<file path="src/rtl/core/lsp_pkg.sv">
// ----------------------------------------------------------------------------
// lsp_pkg
// shared constants, config types and helpers for the location section parser
// ----------------------------------------------------------------------------
package lsp_pkg;

	localparam int MAX_WANTED_DEFAULT  = 4;
	localparam int QUEUE_DEPTH_DEFAULT = 2;
	localparam int NUM_IDS             = 4;
	localparam int ID_W                = 16;
	localparam int OFFSET_W            = 32;
	localparam int COUNT_W             = 3;
	localparam int CFG_INDEX_W         = 3;
	localparam int CFG_DATA_W          = 16;
	localparam int HEADER_LEN          = 14;
	localparam int RECORD_LEN          = 10;

	localparam logic [OFFSET_W-1:0] NOT_FOUND = '1;

	// register indexes
	localparam logic [CFG_INDEX_W-1:0] CFG_WANTED_COUNT = 3'd0;
	localparam logic [CFG_INDEX_W-1:0] CFG_WANTED_ID_0  = 3'd1;
	localparam logic [CFG_INDEX_W-1:0] CFG_WANTED_ID_3  = 3'd4;

	typedef struct packed {
		logic [COUNT_W-1:0]              wanted_count;
		logic [NUM_IDS-1:0][ID_W-1:0]    wanted_id;
	} cfg_t;

	typedef struct packed {
		logic full;
		logic empty;
	} queue_stat_t;

	// number of table entries actually built
	function automatic int entry_limit(input int max_wanted);
		return (max_wanted < NUM_IDS) ? max_wanted : NUM_IDS;
	endfunction

	// index width for a table of the given size
	function automatic int index_width(input int entries);
		return (entries > 1) ? $clog2(entries) : 1;
	endfunction

endpackage

</file>
<file path="src/rtl/core/lsp_if.sv">
// ----------------------------------------------------------------------------
// lsp_if
// valid/ready stream interfaces for section bytes and report results
// ----------------------------------------------------------------------------
interface lsp_byte_if;
	logic       valid;
	logic       ready;
	logic [7:0] data_byte;
	logic       section_start;

	modport source (output valid, output data_byte, output section_start, input ready);
	modport sink   (input valid, input data_byte, input section_start, output ready);
endinterface

interface lsp_result_if;
	logic        valid;
	logic        ready;
	logic [1:0]  entry_index;
	logic [31:0] component_offset;
	logic        last_of_run;

	modport source (output valid, output entry_index, output component_offset,
		output last_of_run, input ready);
	modport sink   (input valid, input entry_index, input component_offset,
		input last_of_run, output ready);
endinterface

</file>
<file path="src/rtl/core/lsp_front.sv">
// ----------------------------------------------------------------------------
// lsp_front
// byte parser: header count, record fields, id match and offset table
// ----------------------------------------------------------------------------
module lsp_front #(
	parameter int MAX_WANTED = lsp_pkg::MAX_WANTED_DEFAULT,
	parameter int REPORT_W   = lsp_pkg::COUNT_W
		+ lsp_pkg::entry_limit(MAX_WANTED) * lsp_pkg::OFFSET_W
) (
	input  logic                 clk,
	input  logic                 arst_n,
	input  logic                 accept,
	input  logic [7:0]           data_byte,
	input  logic                 section_start,
	input  lsp_pkg::cfg_t        cfg,
	output logic                 push,
	output logic [REPORT_W-1:0]  push_data
);
	import lsp_pkg::*;

	localparam int ENTRIES = entry_limit(MAX_WANTED);

	localparam logic [1:0] PH_IDLE    = 2'd0;
	localparam logic [1:0] PH_HEADER  = 2'd1;
	localparam logic [1:0] PH_RECORDS = 2'd2;
	localparam logic [1:0] PH_DONE    = 2'd3;

	logic [1:0]                          phase_q, phase_d;
	logic [3:0]                          pos_q, pos_d;
	logic [15:0]                         total_q, total_d;
	logic [15:0]                         seen_q, seen_d;
	logic [ID_W-1:0]                     id_q, id_d;
	logic [OFFSET_W-1:0]                 off_q, off_d;
	logic [ENTRIES-1:0][OFFSET_W-1:0]    table_q, table_d;
	logic                                report;
	logic [COUNT_W-1:0]                  n_use;

	// wanted count clipped to the built table
	assign n_use = (cfg.wanted_count > COUNT_W'(ENTRIES)) ? COUNT_W'(ENTRIES)
		: cfg.wanted_count;

	always_comb begin
		phase_d = phase_q;
		pos_d   = pos_q;
		total_d = total_q;
		seen_d  = seen_q;
		id_d    = id_q;
		off_d   = off_q;
		table_d = table_q;
		report  = 1'b0;
		if (section_start) begin
			phase_d = PH_HEADER;
			pos_d   = '0;
			total_d = '0;
			seen_d  = '0;
			id_d    = '0;
			off_d   = '0;
			for (int k = 0; k < ENTRIES; k++) table_d[k] = NOT_FOUND;
		end
		priority if (phase_d == PH_HEADER) begin
			if (pos_d == 4'd6 || pos_d == 4'd7) total_d = {total_d[7:0], data_byte};
			if (pos_d >= 4'(HEADER_LEN - 1)) begin
				pos_d = '0;
				if (total_d == '0) begin
					phase_d = PH_DONE;
					report  = 1'b1;
				end else begin
					phase_d = PH_RECORDS;
				end
			end else begin
				pos_d = pos_d + 4'd1;
			end
		end else if (phase_d == PH_RECORDS) begin
			if (pos_d < 4'd2) id_d = {id_d[7:0], data_byte};
			else if (pos_d >= 4'd6) off_d = {off_d[23:0], data_byte};
			if (pos_d >= 4'(RECORD_LEN - 1)) begin
				for (int k = 0; k < ENTRIES; k++) begin
					if (COUNT_W'(k) < n_use && cfg.wanted_id[k] == id_d) table_d[k] = off_d;
				end
				seen_d = seen_d + 16'd1;
				pos_d  = '0;
				if (seen_d == total_d) begin
					phase_d = PH_DONE;
					report  = 1'b1;
				end
			end else begin
				pos_d = pos_d + 4'd1;
			end
		end else begin
			// idle or done: byte dropped
		end
	end

	always_ff @(posedge clk or negedge arst_n) begin
		if (!arst_n) begin
			phase_q <= PH_IDLE;
			pos_q   <= '0;
			total_q <= '0;
			seen_q  <= '0;
			id_q    <= '0;
			off_q   <= '0;
			for (int k = 0; k < ENTRIES; k++) table_q[k] <= NOT_FOUND;
		end else if (accept) begin
			phase_q <= phase_d;
			pos_q   <= pos_d;
			total_q <= total_d;
			seen_q  <= seen_d;
			id_q    <= id_d;
			off_q   <= off_d;
			table_q <= table_d;
		end
	end

	// an empty report has no results and is not queued
	assign push      = accept && report && (n_use != '0);
	assign push_data = {n_use, table_d};

endmodule

</file>
<file path="src/rtl/core/lsp_queue.sv">
// ----------------------------------------------------------------------------
// lsp_queue
// small fifo of report snapshots between parser and result emitter
// ----------------------------------------------------------------------------
module lsp_queue #(
	parameter int DEPTH = lsp_pkg::QUEUE_DEPTH_DEFAULT,
	parameter int WIDTH = 8
) (
	input  logic                 clk,
	input  logic                 arst_n,
	input  logic                 push,
	input  logic [WIDTH-1:0]     push_data,
	input  logic                 pop,
	output logic [WIDTH-1:0]     head,
	output lsp_pkg::queue_stat_t stat
);
	import lsp_pkg::*;

	localparam int PTR_W = index_width(DEPTH);
	localparam int CNT_W = $clog2(DEPTH + 1);

	logic [WIDTH-1:0] mem_q [DEPTH];
	logic [PTR_W-1:0] wr_ptr_q, rd_ptr_q;
	logic [CNT_W-1:0] count_q;
	logic             do_push, do_pop;

	assign stat.full  = (count_q == CNT_W'(DEPTH));
	assign stat.empty = (count_q == '0);
	assign do_push    = push && !stat.full;
	assign do_pop     = pop && !stat.empty;
	assign head       = mem_q[rd_ptr_q];

	always_ff @(posedge clk) begin
		if (do_push) mem_q[wr_ptr_q] <= push_data;
	end

	always_ff @(posedge clk or negedge arst_n) begin
		if (!arst_n) begin
			wr_ptr_q <= '0;
			rd_ptr_q <= '0;
			count_q  <= '0;
		end else begin
			if (do_push) wr_ptr_q <= (wr_ptr_q == PTR_W'(DEPTH - 1)) ? '0 : wr_ptr_q + 1'b1;
			if (do_pop)  rd_ptr_q <= (rd_ptr_q == PTR_W'(DEPTH - 1)) ? '0 : rd_ptr_q + 1'b1;
			unique case ({do_push, do_pop})
				2'b10:   count_q <= count_q + 1'b1;
				2'b01:   count_q <= count_q - 1'b1;
				default: count_q <= count_q;
			endcase
		end
	end

endmodule

</file>
<file path="src/rtl/core/lsp_back.sv">
// ----------------------------------------------------------------------------
// lsp_back
// result emitter: walks one report snapshot, one entry per transfer
// ----------------------------------------------------------------------------
module lsp_back #(
	parameter int MAX_WANTED = lsp_pkg::MAX_WANTED_DEFAULT,
	parameter int REPORT_W   = lsp_pkg::COUNT_W
		+ lsp_pkg::entry_limit(MAX_WANTED) * lsp_pkg::OFFSET_W
) (
	input  logic                 clk,
	input  logic                 arst_n,
	input  logic [REPORT_W-1:0]  head,
	input  lsp_pkg::queue_stat_t stat,
	output logic                 pop,
	lsp_result_if.source         results
);
	import lsp_pkg::*;

	localparam int ENTRIES = entry_limit(MAX_WANTED);
	localparam int K_W     = index_width(ENTRIES);

	logic                              busy_q;
	logic [COUNT_W-1:0]                n_q;
	logic [ENTRIES-1:0][OFFSET_W-1:0]  offs_q;
	logic [K_W-1:0]                    k_q;
	logic                              last, xfer;

	assign last = (COUNT_W'(k_q) + COUNT_W'(1)) == n_q;
	assign xfer = results.valid && results.ready;
	assign pop  = !stat.empty && (!busy_q || (xfer && last));

	always_ff @(posedge clk or negedge arst_n) begin
		if (!arst_n) begin
			busy_q <= 1'b0;
			k_q    <= '0;
		end else if (pop) begin
			busy_q <= 1'b1;
			k_q    <= '0;
		end else if (xfer) begin
			if (last) busy_q <= 1'b0;
			else k_q <= k_q + 1'b1;
		end
	end

	always_ff @(posedge clk) begin
		if (pop) begin
			n_q    <= head[REPORT_W-1 -: COUNT_W];
			offs_q <= head[ENTRIES*OFFSET_W-1:0];
		end
	end

	assign results.valid            = busy_q;
	assign results.entry_index      = 2'(k_q);
	assign results.component_offset = offs_q[k_q];
	assign results.last_of_run      = last;

endmodule

</file>
<file path="src/rtl/core/location_section_parser.sv">
// ----------------------------------------------------------------------------
// location_section_parser
// parses a location section byte stream and reports the file offsets of
// up to four wanted component ids
// ----------------------------------------------------------------------------
//  channel   dir   transfer moves                                   width
//  bytes     in    data_byte, section_start                         8+1
//  results   out   entry_index, component_offset, last_of_run       2+32+1
//  cfg       in    cfg_we / cfg_index / cfg_data, write only        1+3+16
//
//  one byte per cycle unless stalled, one lsp_front parser step per byte
//  a report of n entries gives n result transfers, one entry per transfer
//  reports wait in a two-deep snapshot queue, so parsing goes on while
//  results drain; bytes stall only when that queue is full
//  reset clears all control state and sets the offset table to not found
// ----------------------------------------------------------------------------
module location_section_parser #(
	parameter int MAX_WANTED  = lsp_pkg::MAX_WANTED_DEFAULT,
	parameter int QUEUE_DEPTH = lsp_pkg::QUEUE_DEPTH_DEFAULT
) (
	input  logic                              clk,
	input  logic                              arst_n,
	input  logic                              cfg_we,
	input  logic [lsp_pkg::CFG_INDEX_W-1:0]   cfg_index,
	input  logic [lsp_pkg::CFG_DATA_W-1:0]    cfg_data,
	lsp_byte_if.sink                          bytes,
	lsp_result_if.source                      results
);
	import lsp_pkg::*;

	// report snapshot: entry count on top, offset table below
	localparam int REPORT_W = COUNT_W + entry_limit(MAX_WANTED) * OFFSET_W;

	cfg_t                cfg_q;
	queue_stat_t         qstat;
	logic                accept;
	logic                push, pop;
	logic [REPORT_W-1:0] push_data, head;

	// config registers, writes past the list are dropped
	always_ff @(posedge clk or negedge arst_n) begin
		if (!arst_n) begin
			cfg_q <= '0;
		end else if (cfg_we) begin
			priority if (cfg_index == CFG_WANTED_COUNT) begin
				cfg_q.wanted_count <= cfg_data[COUNT_W-1:0];
			end else if (cfg_index >= CFG_WANTED_ID_0 && cfg_index <= CFG_WANTED_ID_3) begin
				cfg_q.wanted_id[2'(cfg_index - CFG_WANTED_ID_0)] <= cfg_data[ID_W-1:0];
			end else begin
				cfg_q <= cfg_q;
			end
		end
	end

	// a byte is taken whenever a report could still be queued
	assign bytes.ready = !qstat.full;
	assign accept      = bytes.valid && bytes.ready;

	// front: parse, match, snapshot the table at report time
	lsp_front #(
		.MAX_WANTED (MAX_WANTED),
		.REPORT_W   (REPORT_W)
	) u_front (
		.clk           (clk),
		.arst_n        (arst_n),
		.accept        (accept),
		.data_byte     (bytes.data_byte),
		.section_start (bytes.section_start),
		.cfg           (cfg_q),
		.push          (push),
		.push_data     (push_data)
	);

	// decoupling queue of pending reports
	lsp_queue #(
		.DEPTH (QUEUE_DEPTH),
		.WIDTH (REPORT_W)
	) u_queue (
		.clk       (clk),
		.arst_n    (arst_n),
		.push      (push),
		.push_data (push_data),
		.pop       (pop),
		.head      (head),
		.stat      (qstat)
	);

	// back: emit one result per wanted entry in use
	lsp_back #(
		.MAX_WANTED (MAX_WANTED),
		.REPORT_W   (REPORT_W)
	) u_back (
		.clk     (clk),
		.arst_n  (arst_n),
		.head    (head),
		.stat    (qstat),
		.pop     (pop),
		.results (results)
	);

endmodule

</file>
<file path="src/flat_wrapper.sv">
// flat-port wrapper written by rule: the top's interface ports become plain ports
module location_section_parser_flat import lsp_pkg::*;
#(
	parameter int MAX_WANTED  = lsp_pkg::MAX_WANTED_DEFAULT,
	parameter int QUEUE_DEPTH = lsp_pkg::QUEUE_DEPTH_DEFAULT
)
  (clk, arst_n, cfg_we, cfg_index, cfg_data, bytes_valid, bytes_data_byte, bytes_section_start, bytes_ready, results_valid, results_entry_index, results_component_offset, results_last_of_run, results_ready);
  lsp_byte_if bytes_i ();
  lsp_result_if results_i ();
  input  logic clk;
  input  logic arst_n;
  input  logic cfg_we;
  input  logic [lsp_pkg::CFG_INDEX_W-1:0] cfg_index;
  input  logic [lsp_pkg::CFG_DATA_W-1:0] cfg_data;
  input wire logic [$bits(bytes_i.valid)-1:0] bytes_valid;
  input wire logic [$bits(bytes_i.data_byte)-1:0] bytes_data_byte;
  input wire logic [$bits(bytes_i.section_start)-1:0] bytes_section_start;
  output wire logic [$bits(bytes_i.ready)-1:0] bytes_ready;
  output wire logic [$bits(results_i.valid)-1:0] results_valid;
  output wire logic [$bits(results_i.entry_index)-1:0] results_entry_index;
  output wire logic [$bits(results_i.component_offset)-1:0] results_component_offset;
  output wire logic [$bits(results_i.last_of_run)-1:0] results_last_of_run;
  input wire logic [$bits(results_i.ready)-1:0] results_ready;
  assign bytes_i.valid = bytes_valid;
  assign bytes_i.data_byte = bytes_data_byte;
  assign bytes_i.section_start = bytes_section_start;
  assign bytes_ready = bytes_i.ready;
  assign results_valid = results_i.valid;
  assign results_entry_index = results_i.entry_index;
  assign results_component_offset = results_i.component_offset;
  assign results_last_of_run = results_i.last_of_run;
  assign results_i.ready = results_ready;
  location_section_parser #(.MAX_WANTED(MAX_WANTED), .QUEUE_DEPTH(QUEUE_DEPTH)) u_core (.clk(clk), .arst_n(arst_n), .cfg_we(cfg_we), .cfg_index(cfg_index), .cfg_data(cfg_data), .bytes(bytes_i), .results(results_i));
endmodule
</file>
<file path="config.mk">
export PLATFORM = sky130hd
export DESIGN_NAME = location_section_parser_flat
export DESIGN_NICKNAME = d
export VERILOG_FILES = /design/src/rtl/core/lsp_pkg.sv /design/src/rtl/core/lsp_if.sv /design/src/rtl/core/lsp_front.sv /design/src/rtl/core/lsp_queue.sv /design/src/rtl/core/lsp_back.sv /design/src/rtl/core/location_section_parser.sv /design/src/flat_wrapper.sv
export SDC_FILE = /design/constraint.sdc
export NUM_CORES = 1
export LEC_CHECK = 0
export BUFFER_PORTS_ARGS = -buffer_cell sky130_fd_sc_hd__buf_2
export CAP_MARGIN = 10
export CORE_MARGIN = 5
export CORE_UTILIZATION = 40
export DETAILED_ROUTE_END_ITERATION = 12
export PLACE_DENSITY_LB_ADDON = 0.2
export SYNTH_ARGS = -nofsm -noshare
export SYNTH_HDL_FRONTEND = slang
export SYNTH_SLANG_ARGS = --single-unit
</file>
<file path="constraint.sdc">
create_clock -name clk -period 20.5 [get_ports clk]
set_input_delay 6.15 -clock clk [delete_from_list [all_inputs] [get_ports clk]]
set_output_delay 6.15 -clock clk [all_outputs]
set_load 0.005 [all_outputs]
</file>
==> results.yml <==
status:
  status: "completed"
final_layout:
  layout.nets: 2209
  fillers: 6693
  fin_util: 0.450
  num_antenna_cells: 0
  areaGrowthSynthToFinish_pct: 12.2
  drive_above_1_share: 0.303
clock_tree:
  postCtsHoldBufs: 0
  cts_resized: 0
  cts_tree: "built"
  cts.path.max_buffers: 3
  clkTransAtPathRegs_ps: 60
  clockRootBuffer: "clkbuf_16"
  clkLatencyLatePin_ps: 620
  cts_sinks: 681
  post-cts-setup-buffers: 0
  cts.htree.levels: 3
  cts_buffers: 74
run:
  drv_cap: 0
die:
  io_pins: 70
  die_h_um: 285
  core_area_um2: 75600
  row_count: 101
  die_w_um: 285
  die_area_um2: 81300
  initial_core_util: 0.401
synthesis:
  synth_compound_area_frac: 0.0884
  async_reset_ff_frac: 0.423
  yosysWarnings: 0
  synth_xor_area_frac: 0.0245
  yosys.area.top_type_share: 0.390
  ys_seq_area_frac: 0.633
  synth.area.mux_share: 0.154
  synth_top_family_by_area: "multiplexers"
  synth.most_common_cell: "edfxtp_1"
  synthAdderAreaFrac: 0.00207
  yosys.area_share.simple: 0.0749
  synth_nets: 2177
  synthTopCellsByArea: "edfxtp_1 39%, dfrtp_1 13%, dfstp_2 11%, mux2_2 7.4%, mux2i_1 5.3%"
  synthesis.area_um2: 30300
  yosys.area.top_type: "edfxtp_1"
  syn_inst: 2139
  postSynthAreaPerCell_um2: 14.2
  synth_flop_cell: "edfxtp_1"
  synth_top_cells_by_count: "393 x edfxtp_1, 199 x mux2_2, 160 x dfrtp_1, 160 x nor2_1, 159 x mux2i_1"
  synth.distinct_cells: 80
  ys_ff_latch: 681
  synth_edf_count: 393
pwr:
  p_leak_nw: 12.0
  pwr_density_cell_nw_per_um2: 109
  peakVddDrop_v: 0.0000718
  clockPowerShare: 0.357
  p_int_mw: 2.68
  seq_power_share: 0.454
  pwr-share-comb: 0.189
  p_sw_frac: 0.274
  p_sw_mw: 1.01
worst_hold_path:
  holdPathEnd: "u_core.u_front.off_q[24]"
  min_from: "u_core.u_front.off_q[24]"
  holdPathStages: 2
  min_path_type: "reg2reg"
timing:
  finalHoldViolations: 0
  setup_viol: 0
  clock-skew-final_ps: 26.8
  finalWorstSetupSlack_ps: 9400
  timing.setup.tns_ps: 0
  period_needed_ps: 11100
  max_slew_margin: 0.140
  timing.final.crit_share: 0.542
  drv_slew: 0
  grt_setup_unrepaired: "false"
  worst_pin_slew_ps: 1280
  max_freq_mhz: 90.1
setup_path:
  rr_startpoint: "u_core.u_front.pos_q[1]"
  end_kind: "flop"
  slowest_delay_ps: 850
  timing_worst_setup_path_type: "in2reg"
  crit_slowest_cell: "buf_4"
  critPathLaunchType: "input pin"
  r2r_setup_slack_ps: 15360
  r2r-end: "u_core.u_queue.mem_q[1][69]"
  crit_arrival_ps: 11320
  path_max_fanout: 66
  r2r.worst_path.cells: 11
  crit_required_ps: 20720
  path_cells: "buf_4 -> inv_1 -> nand2_1 -> inv_1 -> ha_1 -> o211ai_1 -> or3_1 -> a2111oi_0 -> inv_1 -> o22a_1 -> nor3b_2 -> buf_4 -> buf_4"
placed_design:
  gp_congestion: 0.858
  pre_cts_ws_ps: 8800
  hpwl_mm: 43.2
  port_buffers: 69
drt:
  wirelength_mm: 71.2
  drt-initial-drc-count: 1146
  drt_pass1_iterations: 5
  ant_nets: 0
  drc: 0
  num_vias: 17600
  via_per_inst: 5.48
  wire_per_inst_um: 22.2
grt:
  gr-total-overflow: 0
  grt_pass1_wl_mm: 111
  grtUsageTotal: 0.173
  antenna_found_initial: 1
  grt_pass1_vias: 18200
  grt_max_degree: 169
-- cell type report --
cell class | count | area (um2) | area share
clock buffers | 104 | 2090 | 0.0614
clock inverters | 33 | 325 | 0.00957
inverters | 11 | 41.3 | 0.00121
multi-input cells | 1300 | 10500 | 0.309
flip-flops and latches | 681 | 19200 | 0.564
well taps | 978 | 1220 | 0.0360
repair buffers | 103 | 626 | 0.0184
-- critical path: cells and delay by family --
kind	cells	cell delay, ps
simple gates	3	800
buf+inv	6	2710
fa+ha+maj	1	230
compound gates	3	1260
-- how the worst max path moves through the flow --
stage                              from                     endpoint
finish              bytes_section_start  u_core.u_queue.mem_q[1][69]
global route        bytes_section_start  u_core.u_queue.mem_q[1][69]
CTS                 bytes_section_start  u_core.u_queue.mem_q[1][69]
detailed placement  bytes_section_start  u_core.u_queue.mem_q[1][69]
global placement    bytes_section_start  u_core.u_queue.mem_q[1][38]
floorplan           bytes_section_start   u_core.u_queue.mem_q[1][0]
-- metal layers --
layer,share of wire,routed length (um),vias to the layer above,track usage
met5,0.00028,20,-,0
met4,0.031,2240,2,0.0560
met3,0.037,2620,137,0.0289
met2,0.48,34100,358,0.281
met1,0.45,32200,9005,0.240
li1,-,-,8101,-
-- power by group through the flow --
stage	registers, mW	clock network [mW]	logic [mW]
2_1_floorplan	1.66	0	0.520
3_3_place_gp	1.70	0	0.711
3_5_place_dp	1.70	0	0.716
4_1_cts	1.68	1.35	0.719
5_1_grt	1.69	1.41	0.762
6_report	1.67	1.32	0.699
-- registers in the layout, summed over array words and instances, names as in the netlist, 3 cells and up --
signal	flops
u_core.u_back.n_q	3
u_core.cfg_q	67
u_core.u_front.total_q	16
u_core.u_front.table_q	128
u_core.u_front.id_q	16
u_core.u_back.offs_q	128
u_core.u_front.seen_q	16
u_core.u_queue.mem_q	262
u_core.u_front.off_q	32
u_core.u_front.pos_q	4
-- cell usage in the layout, fill, tap and decap left out, types with 11 or more instances in the layout --
cell type | Yosys | layout
edfxtp_1 | 393 | 393
mux2_2 | 199 | 199
mux2i_1 | 159 | 159
nor2_1 | 160 | 157
dfrtp_1 | 160 | 157
dfstp_2 | 128 | 128
a21oi_1 | 92 | 91
nand2_1 | 89 | 88
clkbuf_16 | 0 | 76
o21ai_0 | 71 | 70
xnor2_1 | 68 | 68
buf_2 | 32 | 67
a211oi_1 | 57 | 57
buf_4 | 5 | 34
mux4_2 | 32 | 32
nor3_1 | 33 | 31
a2bb2oi_2 | 30 | 30
a22o_1 | 28 | 28
nand4_1 | 25 | 25
or2_2 | 25 | 25
nand2b_1 | 22 | 22
nand3_1 | 21 | 21
clkbuf_1 | 96 | 20
a2bb2oi_1 | 18 | 18
clkinv_2 | 0 | 18
xor2_1 | 15 | 15
inv_1 | 11 | 11
-- stage by stage --
stage,area [um2],hold slack [ps],total power [mW],instances
5_1_grt,34000,498,3.86,3210
6_report,34000,483,3.69,3210
2_1_floorplan,30300,449,2.18,2139
3_3_place_gp,31600,465,2.41,3072
3_5_place_dp,31600,473,2.42,3072
4_1_cts,34000,485,3.75,3209
-- kinds of logic (layout without fill, tap and decap cells) --
kind of cell,count (synthesis),count (layout)
xor+xnor,84,84
fa+ha+maj,5,5
flops,681,681
buf+inv,158,251
simple gates,450,450
mux,396,396
compound gates,365,365
Power figures use the tool's default switching activity.
